$ cat config.mk
export PLATFORM = sky130hd
export DESIGN_NAME = usb_hub_port_request_handler
export DESIGN_NICKNAME = d
export VERILOG_FILES = /design/src/hdl/uhprh_pkg.sv /design/src/hdl/uhprh_ctrl.sv /design/src/hdl/uhprh_datapath.sv /design/src/hdl/usb_hub_port_request_handler.sv
export SDC_FILE = /design/constraint.sdc
export NUM_CORES = 1
export LEC_CHECK = 0
export BUFFER_PORTS_ARGS = -buffer_cell sky130_fd_sc_hd__buf_2
export CORE_MARGIN = 1
export CORE_UTILIZATION = 48
export CTS_CLUSTER_DIAMETER = 150
export DETAILED_ROUTE_END_ITERATION = 12
export GPL_TIMING_DRIVEN = 0
export PLACE_DENSITY = 0.81
export SLEW_MARGIN = 5
export SYNTH_ARGS = -nofsm -noshare
export SYNTH_HDL_FRONTEND = slang
export SYNTH_SLANG_ARGS = --single-unit
$ cat constraint.sdc
create_clock -name clk -period 2.89 [get_ports clk]
set_input_delay 0.4335 -clock clk [delete_from_list [all_inputs] [get_ports clk]]
set_output_delay 0.4335 -clock clk [all_outputs]
set_load 0.005 [all_outputs]
$ cat src/hdl/uhprh_pkg.sv
// ----------------------------------------------------------------------------
// uhprh_pkg
// Types and constants shared by the hub port request handler modules.
// ----------------------------------------------------------------------------
package uhprh_pkg;

  localparam int NUM_PORTS  = 6;
  localparam int PORT_W     = 3;

  localparam int IN_DATA_W  = 72;
  localparam int IN_USER_W  = 2;
  localparam int OUT_DATA_W = 48;
  localparam int OUT_USER_W = 2;

  typedef enum logic [1:0] {
    CMD_CTRL       = 2'd0,
    CMD_CONNECT    = 2'd1,
    CMD_DISCONNECT = 2'd2,
    CMD_NONE       = 2'd3
  } command_t;

  typedef enum logic [1:0] {
    OUT_ACK     = 2'd0,
    OUT_DATA    = 2'd1,
    OUT_IGNORED = 2'd2,
    OUT_FATAL   = 2'd3
  } outcome_t;

  typedef enum logic [3:0] {
    OP_IGNORE,
    OP_FATAL,
    OP_ACK,
    OP_HUB_STATUS,
    OP_PORT_STATUS,
    OP_POWER,
    OP_RESET,
    OP_CLR_CONN,
    OP_CLR_RESET,
    OP_CONNECT,
    OP_DISCONNECT
  } op_t;

  typedef enum logic [1:0] {
    S_IDLE,
    S_EXEC,
    S_OUT
  } state_t;

  typedef struct packed {
    logic load;
    logic exec;
  } ctl_cmd_t;

  localparam logic [15:0] ST_EMPTY         = 16'h0100;
  localparam logic [15:0] ST_FULL          = 16'h0103;
  localparam logic [15:0] CH_CONN          = 16'h0001;
  localparam logic [15:0] CH_RESET         = 16'h0010;

  localparam logic [2:0]  CTX_HUB          = 3'd0;
  localparam logic [2:0]  CTX_DEVICE       = 3'd5;

  localparam logic [7:0]  RT_HUB_STATUS    = 8'hA0;
  localparam logic [7:0]  RT_PORT_STATUS   = 8'hA3;
  localparam logic [7:0]  RT_PORT_FEATURE  = 8'h23;

  localparam logic [7:0]  RQ_GET_STATUS    = 8'h00;
  localparam logic [7:0]  RQ_CLEAR_FEATURE = 8'h01;
  localparam logic [7:0]  RQ_SET_FEATURE   = 8'h03;
  localparam logic [7:0]  RQ_SET_INTERFACE = 8'h0B;

  localparam logic [15:0] FEAT_POWER       = 16'h0008;
  localparam logic [15:0] FEAT_RESET       = 16'h0004;
  localparam logic [15:0] FEAT_C_CONN      = 16'h0010;
  localparam logic [15:0] FEAT_C_RESET     = 16'h0014;

  localparam logic [15:0] STATUS_LEN       = 16'd4;

endpackage

$ cat src/hdl/uhprh_ctrl.sv
// ----------------------------------------------------------------------------
// uhprh_ctrl
// Control FSM: load a request, execute it, present the result.
// ----------------------------------------------------------------------------
module uhprh_ctrl
  import uhprh_pkg::*;
(
  input  logic     clk,
  input  logic     rst_n,
  input  logic     in_tvalid,
  output logic     in_tready,
  output logic     out_tvalid,
  input  logic     out_tready,
  output ctl_cmd_t cmd
);

  state_t state_r, state_nxt;

  always_ff @(posedge clk) begin
    if (!rst_n) begin
      state_r <= S_IDLE;
    end else begin
      state_r <= state_nxt;
    end
  end

  always_comb begin
    state_nxt  = state_r;
    in_tready  = 1'b0;
    out_tvalid = 1'b0;
    cmd        = '0;
    unique case (state_r)
      S_IDLE: begin
        in_tready = 1'b1;
        if (in_tvalid) begin
          cmd.load  = 1'b1;
          state_nxt = S_EXEC;
        end
      end
      S_EXEC: begin
        cmd.exec  = 1'b1;
        state_nxt = S_OUT;
      end
      S_OUT: begin
        out_tvalid = 1'b1;
        in_tready  = out_tready;
        if (out_tready) begin
          if (in_tvalid) begin
            cmd.load  = 1'b1;
            state_nxt = S_EXEC;
          end else begin
            state_nxt = S_IDLE;
          end
        end
      end
      default: state_nxt = S_IDLE;
    endcase
  end

endmodule

$ cat src/hdl/uhprh_datapath.sv
// ----------------------------------------------------------------------------
// uhprh_datapath
// Request decode, per-port status and change state, result register.
// ----------------------------------------------------------------------------
module uhprh_datapath
  import uhprh_pkg::*;
(
  input  logic                  clk,
  input  logic                  rst_n,
  input  ctl_cmd_t              cmd,
  input  logic [IN_DATA_W-1:0]  in_tdata,
  input  logic [IN_USER_W-1:0]  in_tuser,
  output logic [OUT_DATA_W-1:0] out_tdata,
  output logic [OUT_USER_W-1:0] out_tuser
);

  // input fields
  logic [2:0]  ctx;
  logic [7:0]  rtype;
  logic [7:0]  rcode;
  logic [15:0] wval;
  logic [15:0] widx;
  logic [15:0] wlen;
  logic [2:0]  eport;
  command_t    command;
  logic        req_port_ok;
  logic        evt_port_ok;

  assign command = command_t'(in_tuser);
  assign ctx     = in_tdata[2:0];
  assign rtype   = in_tdata[10:3];
  assign rcode   = in_tdata[18:11];
  assign wval    = in_tdata[34:19];
  assign widx    = in_tdata[50:35];
  assign wlen    = in_tdata[66:51];
  assign eport   = in_tdata[69:67];

  assign req_port_ok = (widx[7:0] != 8'd0) && (widx[7:0] <= 8'(NUM_PORTS));
  assign evt_port_ok = (eport != 3'd0) && (eport <= 3'(NUM_PORTS));

  op_t              op_r, op_nxt;
  logic [PORT_W-1:0] port_r, port_nxt;

  always_comb begin
    op_nxt   = OP_FATAL;
    port_nxt = widx[PORT_W-1:0];
    if (command == CMD_CONNECT || command == CMD_DISCONNECT) begin
      port_nxt = eport;
      if (!evt_port_ok) begin
        op_nxt = OP_IGNORE;
      end else if (command == CMD_CONNECT) begin
        op_nxt = OP_CONNECT;
      end else begin
        op_nxt = OP_DISCONNECT;
      end
    end else if (command == CMD_NONE) begin
      op_nxt = OP_IGNORE;
    end else if (ctx == CTX_DEVICE && rcode == RQ_SET_INTERFACE) begin
      op_nxt = OP_ACK;
    end else if (ctx == CTX_HUB && rtype == RT_HUB_STATUS && rcode == RQ_GET_STATUS &&
                 wval == 16'd0 && widx == 16'd0 && wlen == STATUS_LEN) begin
      op_nxt = OP_HUB_STATUS;
    end else if (ctx == CTX_HUB && rtype == RT_PORT_STATUS && rcode == RQ_GET_STATUS &&
                 wval == 16'd0 && wlen == STATUS_LEN) begin
      op_nxt = req_port_ok ? OP_PORT_STATUS : OP_IGNORE;
    end else if (ctx == CTX_HUB && rtype == RT_PORT_FEATURE && rcode == RQ_SET_FEATURE &&
                 wlen == 16'd0) begin
      if (!req_port_ok) begin
        op_nxt = OP_IGNORE;
      end else if (wval == FEAT_POWER) begin
        op_nxt = OP_POWER;
      end else if (wval == FEAT_RESET) begin
        op_nxt = OP_RESET;
      end else begin
        op_nxt = OP_ACK;
      end
    end else if (ctx == CTX_HUB && rtype == RT_PORT_FEATURE && rcode == RQ_CLEAR_FEATURE &&
                 wlen == 16'd0) begin
      if (!req_port_ok) begin
        op_nxt = OP_IGNORE;
      end else if (wval == FEAT_C_CONN) begin
        op_nxt = OP_CLR_CONN;
      end else if (wval == FEAT_C_RESET) begin
        op_nxt = OP_CLR_RESET;
      end else begin
        op_nxt = OP_ACK;
      end
    end
  end

  always_ff @(posedge clk) begin
    if (cmd.load) begin
      op_r   <= op_nxt;
      port_r <= port_nxt;
    end
  end

  // per-port state: connected flag, connection change, reset change
  logic [NUM_PORTS-1:0] conn_r, conn_nxt;
  logic [NUM_PORTS-1:0] chg_conn_r, chg_conn_nxt;
  logic [NUM_PORTS-1:0] chg_rst_r, chg_rst_nxt;
  logic [7:0]           pend_r, pend_nxt;
  logic [PORT_W-1:0]    cclr_r, cclr_nxt;
  logic [PORT_W-1:0]    rclr_r, rclr_nxt;

  outcome_t    outcome_r, outcome_nxt;
  logic [15:0] sw_r, sw_nxt;
  logic [15:0] cw_r, cw_nxt;
  logic        pdone_r, pdone_nxt;

  logic [PORT_W-1:0] idx;
  assign idx = port_r - PORT_W'(1);

  always_comb begin
    conn_nxt     = conn_r;
    chg_conn_nxt = chg_conn_r;
    chg_rst_nxt  = chg_rst_r;
    pend_nxt     = pend_r;
    cclr_nxt     = cclr_r;
    rclr_nxt     = rclr_r;
    outcome_nxt  = OUT_ACK;
    sw_nxt       = 16'd0;
    cw_nxt       = 16'd0;
    pdone_nxt    = 1'b0;
    case (op_r)
      OP_IGNORE:     outcome_nxt = OUT_IGNORED;
      OP_FATAL:      outcome_nxt = OUT_FATAL;
      OP_HUB_STATUS: outcome_nxt = OUT_DATA;
      OP_PORT_STATUS: begin
        outcome_nxt = OUT_DATA;
        sw_nxt      = conn_r[idx] ? ST_FULL : ST_EMPTY;
        cw_nxt      = (chg_conn_r[idx] ? CH_CONN : 16'd0) |
                      (chg_rst_r[idx] ? CH_RESET : 16'd0);
      end
      OP_POWER: pdone_nxt = (port_r == PORT_W'(NUM_PORTS));
      OP_RESET: begin
        pend_nxt         = 8'd1 << port_r;
        chg_rst_nxt[idx] = 1'b1;
      end
      OP_CLR_CONN: begin
        cclr_nxt          = port_r;
        chg_conn_nxt[idx] = 1'b0;
      end
      OP_CLR_RESET: begin
        rclr_nxt         = port_r;
        chg_rst_nxt[idx] = 1'b0;
      end
      OP_CONNECT, OP_DISCONNECT: begin
        conn_nxt[idx]     = (op_r == OP_CONNECT);
        chg_conn_nxt[idx] = 1'b1;
        chg_rst_nxt[idx]  = 1'b0;
        pend_nxt          = 8'd1 << port_r;
        if (op_r == OP_CONNECT) begin
          rclr_nxt = '0;
        end else begin
          cclr_nxt = '0;
        end
      end
      default: outcome_nxt = OUT_ACK;
    endcase
  end

  always_ff @(posedge clk) begin
    if (!rst_n) begin
      conn_r     <= '0;
      chg_conn_r <= '0;
      chg_rst_r  <= '0;
      pend_r     <= '0;
      cclr_r     <= '0;
      rclr_r     <= '0;
    end else if (cmd.exec) begin
      conn_r     <= conn_nxt;
      chg_conn_r <= chg_conn_nxt;
      chg_rst_r  <= chg_rst_nxt;
      pend_r     <= pend_nxt;
      cclr_r     <= cclr_nxt;
      rclr_r     <= rclr_nxt;
    end
  end

  always_ff @(posedge clk) begin
    if (cmd.exec) begin
      outcome_r <= outcome_nxt;
      sw_r      <= sw_nxt;
      cw_r      <= cw_nxt;
      pdone_r   <= pdone_nxt;
    end
  end

  assign out_tuser = outcome_r;
  assign out_tdata = {1'b0, rclr_r, cclr_r, pdone_r, pend_r, cw_r, sw_r};

  // at most one port flagged, never the hub bit
  assert property (@(posedge clk) disable iff (!rst_n) $onehot0(pend_r))
    else $error("interrupt bitmap has more than one bit set");
  assert property (@(posedge clk) disable iff (!rst_n) !pend_r[0])
    else $error("interrupt bitmap flags the hub itself");
  assert property (@(posedge clk) disable iff (!rst_n)
                   cclr_r <= PORT_W'(NUM_PORTS) && rclr_r <= PORT_W'(NUM_PORTS))
    else $error("last cleared port out of range");
  assert property (@(posedge clk) disable iff (!rst_n)
                   cmd.exec && op_r == OP_PORT_STATUS |=> outcome_r == OUT_DATA &&
                   (sw_r == ST_EMPTY || sw_r == ST_FULL))
    else $error("port status transfer carries a bad status word");

endmodule

$ cat src/hdl/usb_hub_port_request_handler.sv
// Timing: out_tvalid rises once the request has passed through the execute state
// (S_EXEC) that follows the input transfer.
// The control FSM executes one request at a time: while a result waits, a new
// request is accepted only together with the result transfer.
// Reset: synchronous, active low; all ports disconnected,
// change bits, interrupt bitmap and last-cleared ports zeroed.
// ----------------------------------------------------------------------------
// usb_hub_port_request_handler
// Port side of a downstream hub: status, feature and connect event handling.
// ----------------------------------------------------------------------------
module usb_hub_port_request_handler
  import uhprh_pkg::*;
(
  input  logic                  clk,
  input  logic                  rst_n,
  input  logic                  in_tvalid,
  output logic                  in_tready,
  // device_context, request_type, request_code, feature_value,
  // request_index, request_length, event_port
  input  logic [IN_DATA_W-1:0]  in_tdata,
  // command
  input  logic [IN_USER_W-1:0]  in_tuser,
  output logic                  out_tvalid,
  input  logic                  out_tready,
  // status_word, change_word, interrupt_bits, power_done,
  // last_connection_clear, last_reset_clear
  output logic [OUT_DATA_W-1:0] out_tdata,
  // outcome
  output logic [OUT_USER_W-1:0] out_tuser
);

  ctl_cmd_t cmd;

  uhprh_ctrl u_ctrl (
    .clk        (clk),
    .rst_n      (rst_n),
    .in_tvalid  (in_tvalid),
    .in_tready  (in_tready),
    .out_tvalid (out_tvalid),
    .out_tready (out_tready),
    .cmd        (cmd)
  );

  uhprh_datapath u_datapath (
    .clk       (clk),
    .rst_n     (rst_n),
    .cmd       (cmd),
    .in_tdata  (in_tdata),
    .in_tuser  (in_tuser),
    .out_tdata (out_tdata),
    .out_tuser (out_tuser)
  );

endmodule

==> impl_metrics.json <==
{
  "status": "completed",
  "p_int_uw": 1070,
  "seqPwrFrac": 0.496,
  "postRouteAntennaNets": 0,
  "cts_setup_buffers": 0,
  "track_usage": 0.224,
  "critical_path_class": "reg -> reg",
  "cts_resized": 0,
  "max-slew-margin-rel": 0.528,
  "switching_share": 0.269,
  "dr.pass1.iters": 4,
  "p_clk_frac": 0.305,
  "drv_cap": 0,
  "crit_path_frequent_cell": "nor2_1",
  "cts_made_buffers": 5,
  "mostFrequentLayoutCell": "buf_2",
  "critPathMaxStageDelay_ns": 0.48,
  "ios": 130,
  "startpoint": "u_datapath.port_r[0]",
  "grt_pass1_wl_um": 11100,
  "setup_viol": 0,
  "clk_path_buf_depth": 2,
  "mappedNetlistArea_mm2": 0.00296,
  "reg2reg_depth": 8,
  "drtIter0Drc": 130,
  "whs_path_depth": 2,
  "grt_overflow": 0,
  "yosysTopAreaCellShare": 0.230,
  "required_ns": 2.94,
  "grt_pass1_vias": 2578,
  "tns_ns": 0,
  "power_frac_comb": 0.199,
  "p_leak_uw": 0.00169,
  "synth_edf_count": 14,
  "async_reset_ff_frac": 0,
  "seq_area_frac_synth": 0.372,
  "critPathArrivalTime_ns": 2.58,
  "endpoint_kind": "register",
  "area_delta_synth_final_pct": 26.6,
  "period_share": 0.877,
  "num_rows": 28,
  "routed_wirelength_um": 7000,
  "ys_ff_latch": 48,
  "antenna_cells": 0,
  "die_h_um": 80.5,
  "post-dp-hpwl_um": 5680,
  "final_cell_mix": "buf_2, dfxtp_1, buf_4, conb_1, nand3_1",
  "rsz0062_at_grt": "false",
  "cts-htree-levels": 2,
  "die-area_mm2": 0.00648,
  "syn_area_per_cell_um2": 8.86,
  "period_needed_ns": 2.53,
  "fmax_ghz": 0.395,
  "clkTransAtPathRegs_ns": 0.09,
  "r2r_start": "u_datapath.port_r[0]",
  "wire_per_inst_um": 12.9,
  "drive_gt1_frac": 0.319,
  "antenna_found_initial": 0,
  "hp-start": "in_tvalid",
  "finalPower_uw": 1460,
  "via_count": 2802,
  "clk-insertion-delay-late_ns": 0.30,
  "synth_top_cell_by_area": "dfxtp_1",
  "reg2reg_setup_slack_ns": 0.36,
  "clock-root-buffer": "clkbuf_8",
  "port_buffers": 98,
  "gp_congestion": 0.854,
  "nets": 552,
  "tightest_slew_ns": 0.708,
  "fin_cells": 542,
  "irDropWorstVdd_mv": 0.252,
  "synthesis.instances": 334,
  "fin_skew_ns": 0.00739,
  "rr_endpoint": "u_datapath.sw_r[1]",
  "netSwitchingPower_uw": 393,
  "ys_types": 48,
  "yosys_warnings": 0,
  "core_area_mm2": 0.00592,
  "synthFlopType": "dfxtp_1",
  "grt_max_degree": 17,
  "clock_sinks": 48,
  "synth.area.top_cells": "dfxtp_1, edfxtp_1, buf_4",
  "die_x_um": 80.5,
  "hold_viol_final": 0,
  "hold_class": "in -> reg",
  "dpl.cell_count": 534,
  "drc_errors": 0,
  "viasPerCell": 5.17,
  "path_max_fanout": 10,
  "start_kind": "register",
  "powerDensity_mw_per_mm2": 390,
  "min_to": "u_ctrl.state_r[0]",
  "cp_cell_sequence": "inv_1 > ha_1 > xor2_1 > clkbuf_1 > nor2_1 > a22o_1 > a222oi_1 > nor2_1",
  "maxSlewViolCount": 0,
  "ctsHoldBuffers": 0,
  "crit_slowest_cell": "edfxtp_1",
  "initial_utilization": 0.500,
  "cts_tree": "yes"
}
cell type report:
type	instances	area [um2]
fillers	525	2170
multi-input cells	255	1620
flip-flops and latches	48	1100
repair buffers	98	490
plain buffers	48	302
clock buffers	7	97.6
well taps	75	93.8
inverters	10	37.5
clock inverters	1	5.00
metal layers:
layer / vias to the layer above / global-route usage / part of all wire
met5: - / 0 / 0
met4: 0 / 0.0946 / 0.017
met3: 9 / 0.0273 / 0.052
met2: 99 / 0.415 / 0.51
met1: 1282 / 0.256 / 0.42
li1: 1412 / - / -
stage by stage:
stage                     utilization  setup WS, ns  hold slack [ns]  instance area, um2
after detailed placement        0.616         0.403            0.458                3640
final                           0.633         0.356            0.379                3750
after floorplan                     -         0.762            0.436                3060
after global placement          0.616         0.428            0.451                3640
after CTS                       0.633         0.389            0.369                3750
after global routing            0.633         0.153            0.391                3750
power by group through the flow:
| stage | clock network, uW | logic (uW) | registers, uW |
|---|---|---|---|
| 2_1_floorplan | 0 | 182 | 737 |
| 3_3_place_gp | 0 | 281 | 739 |
| 3_5_place_dp | 0 | 286 | 739 |
| 4_1_cts | 457 | 288 | 724 |
| 5_1_grt | 480 | 322 | 726 |
| 6_report | 446 | 291 | 724 |
worst max-delay path, delay by kind of cell, from the launching register on:
family,cells,cell delay [ns]
compound gates,2,0.56
xor+xnor,1,0.19
fa+ha+maj,1,0.24
buf+inv,2,0.59
flops,1,0.48
simple gates,2,0.22
how the worst max path moves through the flow:
stage	to	slack (ns)
after floorplan	u_datapath.op_r[0]	0.76
after detailed placement	u_datapath.sw_r[1]	0.40
after global placement	u_datapath.sw_r[1]	0.43
after global routing	u_datapath.sw_r[1]	0.15
after CTS	u_datapath.sw_r[1]	0.39
final	u_datapath.sw_r[1]	0.36
synthesized netlist by cell type, types with 3 or more instances:
cell type,instances
a21oi_1,10
nor2_1,19
and3_1,5
nor4_1,11
clkbuf_1,15
nand3_1,20
mux2i_1,14
o21a_1,5
dfxtp_1,34
nor2b_1,15
edfxtp_1,14
ha_1,8
nand2b_1,9
or3_1,4
a31oi_1,3
and2_1,3
o21ai_0,13
inv_1,10
buf_4,32
mux2_2,3
a21boi_0,16
nand4_1,7
nor3_1,10
nand2_1,15
nand3b_1,6
logic make-up after synthesis:
| kind of cell | Yosys count | share of synthesized area |
|---|---|---|
| AND/OR/NAND/NOR | 136 | 0.260 |
| multiplexers | 17 | 0.0588 |
| buffers and inverters | 58 | 0.115 |
| adder cells (fa/ha/maj) | 8 | 0.0338 |
| other | 1 | 0.00127 |
| flip-flops | 48 | 0.372 |
| AO/OA/AOI/OAI | 62 | 0.147 |
| XOR/XNOR | 4 | 0.0118 |
(Power assumes the default switching activity.)
